===== src/rtl/core/blob_statistics_accumulator_unit_assert.svh =====
// Assertion macros shared by the blob statistics RTL.
// Each macro expects signals named clk and arst_n in the scope where it is used.
`ifndef BLOB_STATISTICS_ACCUMULATOR_UNIT_ASSERT_SVH
`define BLOB_STATISTICS_ACCUMULATOR_UNIT_ASSERT_SVH

// Same-cycle implication, checked outside of reset.
`define BSA_ASSERT_IMPL(lbl, ante, cons, msg) \
	lbl: assert property (@(posedge clk) disable iff (!arst_n) (ante) |-> (cons)) \
		else $error(msg);

// Next-cycle implication, checked outside of reset.
`define BSA_ASSERT_NEXT(lbl, ante, cons, msg) \
	lbl: assert property (@(posedge clk) disable iff (!arst_n) (ante) |=> (cons)) \
		else $error(msg);

`endif


===== src/rtl/core/bsa_pkg.sv =====
// Shared constants, types and helper functions of the blob statistics accumulator.
// No dependencies; every other file of the block but the assertion header imports this package.
package bsa_pkg;

	// Field geometry.
	localparam int COORD_BITS = 6;
	localparam int TEMP_BITS  = 12;
	localparam int MAX_PIXELS = 4096;

	localparam int CNT_W  = $clog2(MAX_PIXELS + 1);
	localparam int SUMC_W = COORD_BITS + $clog2(MAX_PIXELS);
	localparam int SUMT_W = TEMP_BITS + $clog2(MAX_PIXELS);
	localparam int BOX_W  = COORD_BITS + 1;

	// Fixed-point fraction bits of the reported statistics.
	localparam int CFRAC  = 4;
	localparam int AFRAC  = 8;
	localparam int CENT_W = COORD_BITS + CFRAC;
	localparam int MEAN_W = TEMP_BITS + CFRAC;
	localparam int ASP_W  = BOX_W + AFRAC;

	// Serial divider sizing.
	localparam int DIV_W  = (CNT_W > BOX_W) ? CNT_W : BOX_W;
	localparam int QN_W   = (MEAN_W > ASP_W) ? ((MEAN_W > CENT_W) ? MEAN_W : CENT_W)
		: ((ASP_W > CENT_W) ? ASP_W : CENT_W);
	localparam int STEP_W = $clog2(QN_W + 1);
	localparam int DVD_W  = SUMT_W + CFRAC;

	// Running blob state.
	typedef struct packed {
		logic [CNT_W-1:0]         count;
		logic [COORD_BITS-1:0]    lo_x;
		logic [COORD_BITS-1:0]    lo_y;
		logic [COORD_BITS-1:0]    hi_x;
		logic [COORD_BITS-1:0]    hi_y;
		logic [SUMC_W-1:0]        sum_x;
		logic [SUMC_W-1:0]        sum_y;
		logic signed [SUMT_W-1:0] sum_t;
	} blob_stats_t;

	// Request to the serial divider.
	typedef struct packed {
		logic              start;
		logic [DIV_W-1:0]  rem_init;
		logic [QN_W-1:0]   sh_init;
		logic [DIV_W-1:0]  divisor;
		logic [STEP_W-1:0] steps;
	} div_req_t;

	// Status and result of the serial divider.
	typedef struct packed {
		logic            busy;
		logic            done;
		logic [QN_W-1:0] quot;
	} div_rsp_t;

	// One result item.
	typedef struct packed {
		logic [CNT_W-1:0]         pixel_count;
		logic [COORD_BITS-1:0]    min_x;
		logic [COORD_BITS-1:0]    min_y;
		logic [COORD_BITS-1:0]    max_x;
		logic [COORD_BITS-1:0]    max_y;
		logic [BOX_W-1:0]         box_width;
		logic [BOX_W-1:0]         box_height;
		logic [CENT_W-1:0]        centroid_x;
		logic [CENT_W-1:0]        centroid_y;
		logic signed [MEAN_W-1:0] mean_temperature;
		logic [ASP_W-1:0]         aspect;
		logic                     ignored;
	} blob_result_t;

	// Splits a dividend for an n-step division: the bits above the quotient
	// length seed the remainder, the low n bits are shifted in one per step.
	function automatic div_req_t div_setup(logic [DVD_W-1:0] dvd, int unsigned n,
		logic [DIV_W-1:0] divisor);
		div_req_t r;
		r          = '0;
		r.rem_init = DIV_W'(dvd >> n);
		r.sh_init  = QN_W'(dvd << (QN_W - n));
		r.divisor  = divisor;
		r.steps    = STEP_W'(n);
		return r;
	endfunction

endpackage


===== src/rtl/core/bsa_in_if.sv =====
// Input channel of the blob statistics accumulator: valid/ready plus pixel payload.
// Depends on bsa_pkg for the field widths.
interface bsa_in_if import bsa_pkg::*; ();

	logic                        valid;
	logic                        ready;
	logic                        mode;
	logic [COORD_BITS-1:0]       pixel_x;
	logic [COORD_BITS-1:0]       pixel_y;
	logic signed [TEMP_BITS-1:0] temperature;

	modport source (output valid, mode, pixel_x, pixel_y, temperature, input ready);
	modport sink (input valid, mode, pixel_x, pixel_y, temperature, output ready);

endinterface


===== src/rtl/core/bsa_out_if.sv =====
// Output channel of the blob statistics accumulator: valid/ready plus result payload.
// Depends on bsa_pkg for the field widths.
interface bsa_out_if import bsa_pkg::*; ();

	logic                     valid;
	logic                     ready;
	logic [CNT_W-1:0]         pixel_count;
	logic [COORD_BITS-1:0]    min_x;
	logic [COORD_BITS-1:0]    min_y;
	logic [COORD_BITS-1:0]    max_x;
	logic [COORD_BITS-1:0]    max_y;
	logic [BOX_W-1:0]         box_width;
	logic [BOX_W-1:0]         box_height;
	logic [CENT_W-1:0]        centroid_x;
	logic [CENT_W-1:0]        centroid_y;
	logic signed [MEAN_W-1:0] mean_temperature;
	logic [ASP_W-1:0]         aspect;
	logic                     ignored;

	modport source (output valid, pixel_count, min_x, min_y, max_x, max_y, box_width,
		box_height, centroid_x, centroid_y, mean_temperature, aspect, ignored,
		input ready);
	modport sink (input valid, pixel_count, min_x, min_y, max_x, max_y, box_width,
		box_height, centroid_x, centroid_y, mean_temperature, aspect, ignored,
		output ready);

endinterface


===== src/rtl/core/bsa_accum.sv =====
// Blob state registers: pixel count, bounding box and running sums.
// Depends on bsa_pkg for widths and the blob_stats_t type.
module bsa_accum import bsa_pkg::*; (
	input  logic                        clk,
	input  logic                        arst_n,
	input  logic                        take,
	input  logic                        mode,
	input  logic [COORD_BITS-1:0]       pixel_x,
	input  logic [COORD_BITS-1:0]       pixel_y,
	input  logic signed [TEMP_BITS-1:0] temperature,
	output blob_stats_t                 stats,
	output logic                        ignored
);

	blob_stats_t stats_q;
	blob_stats_t grow;
	logic        ign_q;
	logic        full;
	logic        first;

	assign full  = (stats_q.count == CNT_W'(MAX_PIXELS));
	assign first = (stats_q.count == '0);

	// State after absorbing one pixel. The first pixel sets the box to itself.
	always_comb begin
		grow       = stats_q;
		grow.count = stats_q.count + CNT_W'(1);
		grow.sum_x = stats_q.sum_x + SUMC_W'(pixel_x);
		grow.sum_y = stats_q.sum_y + SUMC_W'(pixel_y);
		grow.sum_t = stats_q.sum_t + SUMT_W'(temperature);
		if (first || pixel_x < stats_q.lo_x) begin
			grow.lo_x = pixel_x;
		end
		if (first || pixel_x > stats_q.hi_x) begin
			grow.hi_x = pixel_x;
		end
		if (first || pixel_y < stats_q.lo_y) begin
			grow.lo_y = pixel_y;
		end
		if (first || pixel_y > stats_q.hi_y) begin
			grow.hi_y = pixel_y;
		end
	end

	// A clear empties the blob; a pixel on a full blob only raises the flag.
	always_ff @(posedge clk or negedge arst_n) begin
		if (!arst_n) begin
			stats_q <= '0;
			ign_q   <= 1'b0;
		end else if (take) begin
			if (mode) begin
				stats_q <= '0;
				ign_q   <= 1'b0;
			end else if (full) begin
				ign_q <= 1'b1;
			end else begin
				stats_q <= grow;
				ign_q   <= 1'b0;
			end
		end
	end

	assign stats   = stats_q;
	assign ignored = ign_q;

endmodule


===== src/rtl/core/bsa_serdiv.sv =====
// Bit-serial restoring divider: one quotient bit per cycle, shared by all quotients.
// Depends on bsa_pkg for div_req_t and div_rsp_t, and on the assertion macro header.
`include "blob_statistics_accumulator_unit_assert.svh"

module bsa_serdiv import bsa_pkg::*; (
	input  logic     clk,
	input  logic     arst_n,
	input  div_req_t req,
	output div_rsp_t rsp
);

	logic [DIV_W-1:0]  rem_q;
	logic [QN_W-1:0]   sh_q;
	logic [DIV_W-1:0]  divisor_q;
	logic [STEP_W-1:0] cnt_q;
	logic              busy_q;
	logic              done_q;
	logic [DIV_W+1:0]  trial;
	logic              qbit;
	logic [DIV_W-1:0]  rem_next;

	// Trial subtraction of the divisor from the remainder with the next bit shifted in.
	assign trial    = {1'b0, rem_q, sh_q[QN_W-1]} - {2'b00, divisor_q};
	assign qbit     = ~trial[DIV_W+1];
	assign rem_next = qbit ? trial[DIV_W-1:0] : {rem_q[DIV_W-2:0], sh_q[QN_W-1]};

	// Step counter and handshake with the sequencer.
	always_ff @(posedge clk or negedge arst_n) begin
		if (!arst_n) begin
			busy_q <= 1'b0;
			done_q <= 1'b0;
			cnt_q  <= '0;
		end else begin
			done_q <= 1'b0;
			if (req.start) begin
				busy_q <= 1'b1;
				cnt_q  <= req.steps;
			end else if (busy_q) begin
				cnt_q <= cnt_q - STEP_W'(1);
				if (cnt_q == STEP_W'(1)) begin
					busy_q <= 1'b0;
					done_q <= 1'b1;
				end
			end
		end
	end

	// Remainder and shift register; quotient bits enter at the bottom.
	always_ff @(posedge clk) begin
		if (req.start) begin
			rem_q     <= req.rem_init;
			sh_q      <= req.sh_init;
			divisor_q <= req.divisor;
		end else if (busy_q) begin
			rem_q <= rem_next;
			sh_q  <= {sh_q[QN_W-2:0], qbit};
		end
	end

	assign rsp.busy = busy_q;
	assign rsp.done = done_q;
	assign rsp.quot = sh_q;

	`BSA_ASSERT_IMPL(a_rem_below_divisor, busy_q, rem_q < divisor_q, "remainder reached divisor")
	`BSA_ASSERT_IMPL(a_start_when_idle, req.start, !busy_q, "divider started while busy")
	`BSA_ASSERT_NEXT(a_last_step_done, busy_q && cnt_q == STEP_W'(1), done_q && !busy_q, "no done after last step")

endmodule


===== src/rtl/core/blob_statistics_accumulator_unit.sv =====
// A non-empty blob runs all four divisions before its result is pushed; an empty blob skips them.
// A new item is taken only while the sequencer is idle, after the last result entered the output register.
// The four quotients run one after another through a bit-serial divider, one bit a cycle.
// The output register lets the next input transfer while a result waits.
// arst_n clears the blob to empty, idles the sequencer and drops result valid.
// Depends on bsa_pkg, bsa_in_if, bsa_out_if, bsa_accum, bsa_serdiv and the assertion header.
`include "blob_statistics_accumulator_unit_assert.svh"

module blob_statistics_accumulator_unit import bsa_pkg::*; (
	input  logic       clk,
	input  logic       arst_n,
	bsa_in_if.sink     pixels,
	bsa_out_if.source  stats
);

	localparam logic [1:0] ST_IDLE = 2'd0;
	localparam logic [1:0] ST_LOAD = 2'd1;
	localparam logic [1:0] ST_DIV  = 2'd2;
	localparam logic [1:0] ST_PUSH = 2'd3;

	localparam logic [1:0] OP_CX  = 2'd0;
	localparam logic [1:0] OP_CY  = 2'd1;
	localparam logic [1:0] OP_MT  = 2'd2;
	localparam logic [1:0] OP_ASP = 2'd3;

	logic [1:0]        state_q;
	logic [1:0]        op_q;
	logic              accept;
	logic              out_load;
	logic              ovalid_q;
	blob_stats_t       st;
	logic              ign;
	div_req_t          div_req;
	div_rsp_t          div_rsp;
	logic [CENT_W-1:0] cx_q;
	logic [CENT_W-1:0] cy_q;
	logic [MEAN_W-1:0] mt_q;
	logic [ASP_W-1:0]  asp_q;
	logic [BOX_W-1:0]  box_w;
	logic [BOX_W-1:0]  box_h;
	logic              nonempty;
	logic              t_neg;
	logic [SUMT_W-1:0] t_mag;
	blob_result_t      res_d;
	blob_result_t      res_q;

	assign accept       = pixels.valid && pixels.ready;
	assign pixels.ready = (state_q == ST_IDLE);
	assign out_load     = (state_q == ST_PUSH) && (!ovalid_q || stats.ready);

	bsa_accum u_accum (
		.clk         (clk),
		.arst_n      (arst_n),
		.take        (accept),
		.mode        (pixels.mode),
		.pixel_x     (pixels.pixel_x),
		.pixel_y     (pixels.pixel_y),
		.temperature (pixels.temperature),
		.stats       (st),
		.ignored     (ign)
	);

	bsa_serdiv u_div (
		.clk    (clk),
		.arst_n (arst_n),
		.req    (div_req),
		.rsp    (div_rsp)
	);

	// Box size and temperature magnitude feeding the divisions.
	assign nonempty = (st.count != '0);
	assign box_w    = BOX_W'(st.hi_x) - BOX_W'(st.lo_x) + BOX_W'(1);
	assign box_h    = BOX_W'(st.hi_y) - BOX_W'(st.lo_y) + BOX_W'(1);
	assign t_neg    = st.sum_t[SUMT_W-1];
	assign t_mag    = t_neg ? SUMT_W'(-st.sum_t) : SUMT_W'(st.sum_t);

	// Operands of the current division.
	always_comb begin
		unique case (op_q)
			OP_CX:  div_req = div_setup(DVD_W'({st.sum_x, {CFRAC{1'b0}}}), CENT_W,
				DIV_W'(st.count));
			OP_CY:  div_req = div_setup(DVD_W'({st.sum_y, {CFRAC{1'b0}}}), CENT_W,
				DIV_W'(st.count));
			OP_MT:  div_req = div_setup(DVD_W'({t_mag, {CFRAC{1'b0}}}), MEAN_W,
				DIV_W'(st.count));
			OP_ASP: div_req = div_setup(DVD_W'({box_w, {AFRAC{1'b0}}}), ASP_W,
				DIV_W'(box_h));
		endcase
		div_req.start = (state_q == ST_LOAD) && nonempty;
	end

	// Sequencer: one division per pass through LOAD and DIV, then push the result; an empty blob goes from LOAD to PUSH.
	always_ff @(posedge clk or negedge arst_n) begin
		if (!arst_n) begin
			state_q <= ST_IDLE;
			op_q    <= OP_CX;
		end else begin
			unique case (state_q)
				ST_IDLE: begin
					if (accept) begin
						state_q <= ST_LOAD;
						op_q    <= OP_CX;
					end
				end
				ST_LOAD: begin
					state_q <= nonempty ? ST_DIV : ST_PUSH;
				end
				ST_DIV: begin
					if (div_rsp.done) begin
						if (op_q == OP_ASP) begin
							state_q <= ST_PUSH;
						end else begin
							op_q    <= op_q + 2'd1;
							state_q <= ST_LOAD;
						end
					end
				end
				ST_PUSH: begin
					if (out_load) begin
						state_q <= ST_IDLE;
					end
				end
			endcase
		end
	end

	// Quotient registers; an empty blob reports zero for every quotient.
	always_ff @(posedge clk) begin
		if (state_q == ST_LOAD && !nonempty) begin
			cx_q  <= '0;
			cy_q  <= '0;
			mt_q  <= '0;
			asp_q <= '0;
		end else if (state_q == ST_DIV && div_rsp.done) begin
			case (op_q)
				OP_CX:   cx_q  <= div_rsp.quot[CENT_W-1:0];
				OP_CY:   cy_q  <= div_rsp.quot[CENT_W-1:0];
				OP_MT:   mt_q  <= div_rsp.quot[MEAN_W-1:0];
				default: asp_q <= div_rsp.quot[ASP_W-1:0];
			endcase
		end
	end

	// Assemble the result; the mean takes the sign of the temperature sum.
	always_comb begin
		res_d.pixel_count      = st.count;
		res_d.min_x            = st.lo_x;
		res_d.min_y            = st.lo_y;
		res_d.max_x            = st.hi_x;
		res_d.max_y            = st.hi_y;
		res_d.box_width        = nonempty ? box_w : '0;
		res_d.box_height       = nonempty ? box_h : '0;
		res_d.centroid_x       = cx_q;
		res_d.centroid_y       = cy_q;
		res_d.mean_temperature = t_neg ? MEAN_W'(-mt_q) : MEAN_W'(mt_q);
		res_d.aspect           = asp_q;
		res_d.ignored          = ign;
	end

	// Output register: holds a result until its transfer.
	always_ff @(posedge clk or negedge arst_n) begin
		if (!arst_n) begin
			ovalid_q <= 1'b0;
		end else if (out_load) begin
			ovalid_q <= 1'b1;
		end else if (stats.ready) begin
			ovalid_q <= 1'b0;
		end
	end

	always_ff @(posedge clk) begin
		if (out_load) begin
			res_q <= res_d;
		end
	end

	assign stats.valid            = ovalid_q;
	assign stats.pixel_count      = res_q.pixel_count;
	assign stats.min_x            = res_q.min_x;
	assign stats.min_y            = res_q.min_y;
	assign stats.max_x            = res_q.max_x;
	assign stats.max_y            = res_q.max_y;
	assign stats.box_width        = res_q.box_width;
	assign stats.box_height       = res_q.box_height;
	assign stats.centroid_x       = res_q.centroid_x;
	assign stats.centroid_y       = res_q.centroid_y;
	assign stats.mean_temperature = res_q.mean_temperature;
	assign stats.aspect           = res_q.aspect;
	assign stats.ignored          = res_q.ignored;

	`BSA_ASSERT_IMPL(a_done_in_div, div_rsp.done, state_q == ST_DIV, "divider result outside division phase")
	`BSA_ASSERT_IMPL(a_empty_zero, state_q == ST_PUSH && !nonempty, cx_q == '0 && cy_q == '0 && mt_q == '0 && asp_q == '0, "empty blob with nonzero quotient")
	`BSA_ASSERT_NEXT(a_accept_starts, accept, state_q == ST_LOAD && op_q == OP_CX, "transfer did not start the sequence")

endmodule


===== src/flat_wrapper.sv =====
// flat-port wrapper written by rule: the top's interface ports become plain ports
module blob_statistics_accumulator_unit_flat import bsa_pkg::*;
  (clk, arst_n, pixels_valid, pixels_mode, pixels_pixel_x, pixels_pixel_y, pixels_temperature, pixels_ready, stats_valid, stats_pixel_count, stats_min_x, stats_min_y, stats_max_x, stats_max_y, stats_box_width, stats_box_height, stats_centroid_x, stats_centroid_y, stats_mean_temperature, stats_aspect, stats_ignored, stats_ready);
  bsa_in_if pixels_i ();
  bsa_out_if stats_i ();
  input  logic clk;
  input  logic arst_n;
  input wire logic [$bits(pixels_i.valid)-1:0] pixels_valid;
  input wire logic [$bits(pixels_i.mode)-1:0] pixels_mode;
  input wire logic [$bits(pixels_i.pixel_x)-1:0] pixels_pixel_x;
  input wire logic [$bits(pixels_i.pixel_y)-1:0] pixels_pixel_y;
  input wire logic [$bits(pixels_i.temperature)-1:0] pixels_temperature;
  output wire logic [$bits(pixels_i.ready)-1:0] pixels_ready;
  output wire logic [$bits(stats_i.valid)-1:0] stats_valid;
  output wire logic [$bits(stats_i.pixel_count)-1:0] stats_pixel_count;
  output wire logic [$bits(stats_i.min_x)-1:0] stats_min_x;
  output wire logic [$bits(stats_i.min_y)-1:0] stats_min_y;
  output wire logic [$bits(stats_i.max_x)-1:0] stats_max_x;
  output wire logic [$bits(stats_i.max_y)-1:0] stats_max_y;
  output wire logic [$bits(stats_i.box_width)-1:0] stats_box_width;
  output wire logic [$bits(stats_i.box_height)-1:0] stats_box_height;
  output wire logic [$bits(stats_i.centroid_x)-1:0] stats_centroid_x;
  output wire logic [$bits(stats_i.centroid_y)-1:0] stats_centroid_y;
  output wire logic [$bits(stats_i.mean_temperature)-1:0] stats_mean_temperature;
  output wire logic [$bits(stats_i.aspect)-1:0] stats_aspect;
  output wire logic [$bits(stats_i.ignored)-1:0] stats_ignored;
  input wire logic [$bits(stats_i.ready)-1:0] stats_ready;
  assign pixels_i.valid = pixels_valid;
  assign pixels_i.mode = pixels_mode;
  assign pixels_i.pixel_x = pixels_pixel_x;
  assign pixels_i.pixel_y = pixels_pixel_y;
  assign pixels_i.temperature = pixels_temperature;
  assign pixels_ready = pixels_i.ready;
  assign stats_valid = stats_i.valid;
  assign stats_pixel_count = stats_i.pixel_count;
  assign stats_min_x = stats_i.min_x;
  assign stats_min_y = stats_i.min_y;
  assign stats_max_x = stats_i.max_x;
  assign stats_max_y = stats_i.max_y;
  assign stats_box_width = stats_i.box_width;
  assign stats_box_height = stats_i.box_height;
  assign stats_centroid_x = stats_i.centroid_x;
  assign stats_centroid_y = stats_i.centroid_y;
  assign stats_mean_temperature = stats_i.mean_temperature;
  assign stats_aspect = stats_i.aspect;
  assign stats_ignored = stats_i.ignored;
  assign stats_i.ready = stats_ready;
  blob_statistics_accumulator_unit u_core (.clk(clk), .arst_n(arst_n), .pixels(pixels_i), .stats(stats_i));
endmodule

===== config.mk =====
export PLATFORM = sky130hd
export DESIGN_NAME = blob_statistics_accumulator_unit_flat
export DESIGN_NICKNAME = d
export VERILOG_FILES = /design/src/rtl/core/bsa_pkg.sv /design/src/rtl/core/bsa_in_if.sv /design/src/rtl/core/bsa_out_if.sv /design/src/rtl/core/bsa_accum.sv /design/src/rtl/core/bsa_serdiv.sv /design/src/rtl/core/blob_statistics_accumulator_unit.sv /design/src/flat_wrapper.sv
export VERILOG_INCLUDE_DIRS = /design/src /design/src/rtl/core
export SDC_FILE = /design/constraint.sdc
export NUM_CORES = 1
export LEC_CHECK = 0
export BUFFER_PORTS_ARGS = -buffer_cell sky130_fd_sc_hd__buf_2
export CAP_MARGIN = 10
export CORE_MARGIN = 10
export CORE_UTILIZATION = 55
export CTS_BUF_LIST = sky130_fd_sc_hd__clkbuf_4
export DETAILED_ROUTE_END_ITERATION = 6
export GPL_ROUTABILITY_DRIVEN = 0
export PLACE_DENSITY = 0.74
export SETUP_SLACK_MARGIN = 0.05
export SYNTH_ARGS = -nofsm -noshare
export SYNTH_HDL_FRONTEND = slang
export SYNTH_HIERARCHICAL = 1
export SYNTH_SLANG_ARGS = --single-unit
export TNS_END_PERCENT = 20

===== constraint.sdc =====
create_clock -name clk -period 6.82 [get_ports clk]
set_input_delay 1.364 -clock clk [delete_from_list [all_inputs] [get_ports clk]]
set_output_delay 1.364 -clock clk [all_outputs]
set_load 0.02 [all_outputs]

==> summary by stage <==
CTS
The later pin in the worst-skew pair is clocked with a latency of 0.70 ns. The number of resized instances in the post-cts repair step is 0. The H-tree was split into 3 levels.

Clock-pin slew was measured on the worst setup and hold paths at 0.07 ns. The tree built by TritonCTS fans out to 306 sinks. The number of CTS-inserted buffers is 80. Buffers added to address setup during post-CTS repair amount to 0. The root buffer cell is clkbuf_4. The quantity of hold-fixing buffers added after cts is 0. TritonCTS built the clock tree. In this run the deepest clock path goes through 3 buffers.

Worst setup path
Of all nets on the critical path, the largest fanout is 47. The stage delay of the slowest cell on the critical path is 0.89 ns. The end of the worst register-to-register path is u_core/u_accum/stats[21]$_DFFE_PN0P_. The worst register-to-register path begins at u_core/u_accum/stats[84]$_DFFE_PN0P_. For the worst setup path, the data arrival time is 3.88 ns. At the worst endpoint, the required time is 7.35 ns. The kind of cell adding the most delay to the critical path is compound AO/OA/AOI/OAI gates. The cell type of the slowest stage on the worst timing path is a41o_2. The number of buffers and inverters on the critical path is 2. The startpoint type of the worst setup path is a flip-flop.

STA classifies the critical path endpoint as a flip-flop. Traced cell by cell, the critical path runs through inv_1, ha_1, nor4b_2, a41o_2, buf_4, nor2_1, and3_1, mux2i_1, nand2_1. The critical path is of the flip-flop to flip-flop type. The worst register-to-register path has a depth of 9. The setup slack on the worst flop-to-flop path is 3.47 ns.

Floorplan
The number of placement rows is 64. The height of the die is 196 um. The die footprint is 0.0383 mm^2. The effective utilization at floorplan is 0.556. The die is 196 um wide.

The boundary pin count is 134. The total area inside the core boundary comes to 0.0305 mm^2.

Timing
Of the available clock period, the critical path in the final layout requires 0.491. Setup repair after global routing left no endpoint under its margin. For the pin with the worst max-slew slack, the measured transition is 1.08 ns.

Setup slack closes at 3.47 ns. The number of hold violations in the final report is 0. The clock period minus worst slack is 3.35 ns. The worst-case clock skew is 0.0589 ns. For the final routed database, the setup TNS stands at 0 ns. In this run the tightest slew margin relative to its limit is 0.281. The final-report max-slew violation count is 0.

Setup violations remaining at the end of the flow were counted as 0. The worst-case hold slack is 0.426 ns. The maximum achievable frequency is 0.299 GHz.

Status
The run finished with clean final reports.

Power and ir drop
Total power for the finished layout comes to 8940 uW. The net switching power is 3720 uW. The peak supply drop is 220 uV. Of the total power, the clock network draws 0.187.

The total power divided by cell area is 470 mW/mm^2. The share of total power in combinational logic is 0.453. The static leakage is 0.00812 uW. The share of total power dissipated in sequential elements is 0.359. The cell internal power dissipation is 5220 uW. The switching power as a share of total power is 0.416.

Placed design
The number of buffers inserted by port buffering is 133. The worst-case setup slack after placement is 3.08 ns. The HPWL reported at the end of detailed placement is 29100 um.

Hold path
The cell depth of the worst hold path is 0. The endpoint of the worst hold-timing path is u_core/stats.centroid_y[5]$_DFFE_PP_. The type of the worst min-delay path is flip-flop to flip-flop.

In this run the most critical hold path is launched from u_core/cy_q[5]$_SDFFE_PP0P_.

Global routing
The via count of the first global-routing pass came to 12915. The number of antenna violations at the first check in global routing came to 2. The first global-routing pass estimated 66900 um of wire. The remaining global-route overflow is 0.

The maximum number of pins on one net before global-route repair is 64. Across every metal layer, demand over resource in global routing totals 0.209.

Routing
The mean routed wirelength per cell is 17.9 um. The iteration count of the initial detailed-routing pass is 5. After detailed routing, the number of remaining DRC violations is 0. The detail route stage leaves a number of antenna-violating nets equal to 0. The routed wire length is 40700 um. The starting DRC count in detailed routing is 1055. The final route contains 13030 vias. The via density per instance is 5.73.

Finish
In the final layout, the multi-input gates occupy 0.00818 mm^2. Of the cells placed in the final design, the portion with a size suffix greater than 1 is 0.193. After the last flow step, the layout net total stands at 1950. The register area is 0.00813 mm^2. The signed area change from the synthesized netlist to the final layout is 12.1%.

The filler cell count is 2504.

Synthesis
The Yosys step of the flow raised 6 warnings. Synthesis produced a netlist whose cell count is 1651. Summing every instance area after synthesis gives 0.0170 mm^2. Dividing the synthesized area by the synthesized cell count gives 10.3 um^2.

Job
The tool flagged a number of max-cap violations equal to 0.
## power by group through the flow
stage | Sequential [uW] | Combinational [uW] | Clock (uW)
finish | 3210 | 4050 | 1670
global route | 3290 | 4510 | 1830
CTS | 3200 | 4040 | 1720
detailed placement | 3240 | 4010 | 0
global placement | 3220 | 3910 | 0
floorplan | 3220 | 2940 | 0
## sequential cells by signal, indices dropped and copies added, names as in the netlist, 10 cells and up
name and count:
u_core/cx_q 10, u_core/u_div/rem_q 13, u_core/cy_q 10, u_core/u_div/divisor_q 13
u_core/u_div/sh_q 16, u_core/mt_q 16, u_core/stats.centroid_y 10, u_core/stats.pixel_count 13
u_core/stats.mean_temperature 16, u_core/asp_q 15, u_core/stats.aspect 15, u_core/u_accum/stats 97
u_core/stats.centroid_x 10
## cell type report
class	instances	share of cell area
multi-input combinational	1179	0.430
sequential	306	0.427
clock buffer	118	0.0466
timing repair buffer	144	0.0395
tap	396	0.0260
inverter	99	0.0195
clock inverter	31	0.0112
antenna	2	0.000263
## metal layers
layer | global-route usage | routed length (um) | vias up | share of wire
li1 | - | - | 6305 | -
met1 | 0.280 | 18200 | 6284 | 0.45
met2 | 0.336 | 19500 | 388 | 0.48
met3 | 0.0406 | 2400 | 53 | 0.059
met4 | 0.0690 | 686 | 0 | 0.017
met5 | 0 | 0 | - | 0
## layout by cell type (no fill, tap or decap), drive strengths merged, types with 18 or more instances in the layout
cell type	count
nand2	225
edfxtp	145
buf	144
a21oi	130
clkbuf	118
dfrtp	110
ha	105
inv	101
nor2	97
o21ai	73
dfxtp	51
xor2	46
mux2	44
xnor2	43
nor2b	36
a21o	32
nand3	24
nor3	24
clkinv	24
o31ai	23
nand2b	18
## how the worst max path moves through the flow
stage          slack (ns)                                  from  cells past startpoint                                   end
3_3_place_gp         3.11                          pixels_valid                      9  u_core/u_accum/stats[17]$_DFFE_PN0P_
6_report             3.47  u_core/u_accum/stats[84]$_DFFE_PN0P_                      9  u_core/u_accum/stats[21]$_DFFE_PN0P_
3_5_place_dp         3.08                          pixels_valid                      9  u_core/u_accum/stats[17]$_DFFE_PN0P_
2_1_floorplan        0.52                           stats_ready                      2      u_core/stats.aspect[0]$_DFFE_PP_
4_1_cts              3.56  u_core/u_accum/stats[84]$_DFFE_PN0P_                      9  u_core/u_accum/stats[21]$_DFFE_PN0P_
5_1_grt              3.28  u_core/u_accum/stats[84]$_DFFE_PN0P_                      9  u_core/u_accum/stats[21]$_DFFE_PN0P_
## through the flow
stage	std cells	util	area [um^2]
after global placement	2124	0.587	17900
after detailed placement	2124	0.587	17900
final	2275	0.624	19000
after floorplan	1655	-	17000
after CTS	2273	0.624	19000
after global routing	2275	0.624	19000
Power figures use the tool's default switching activity.
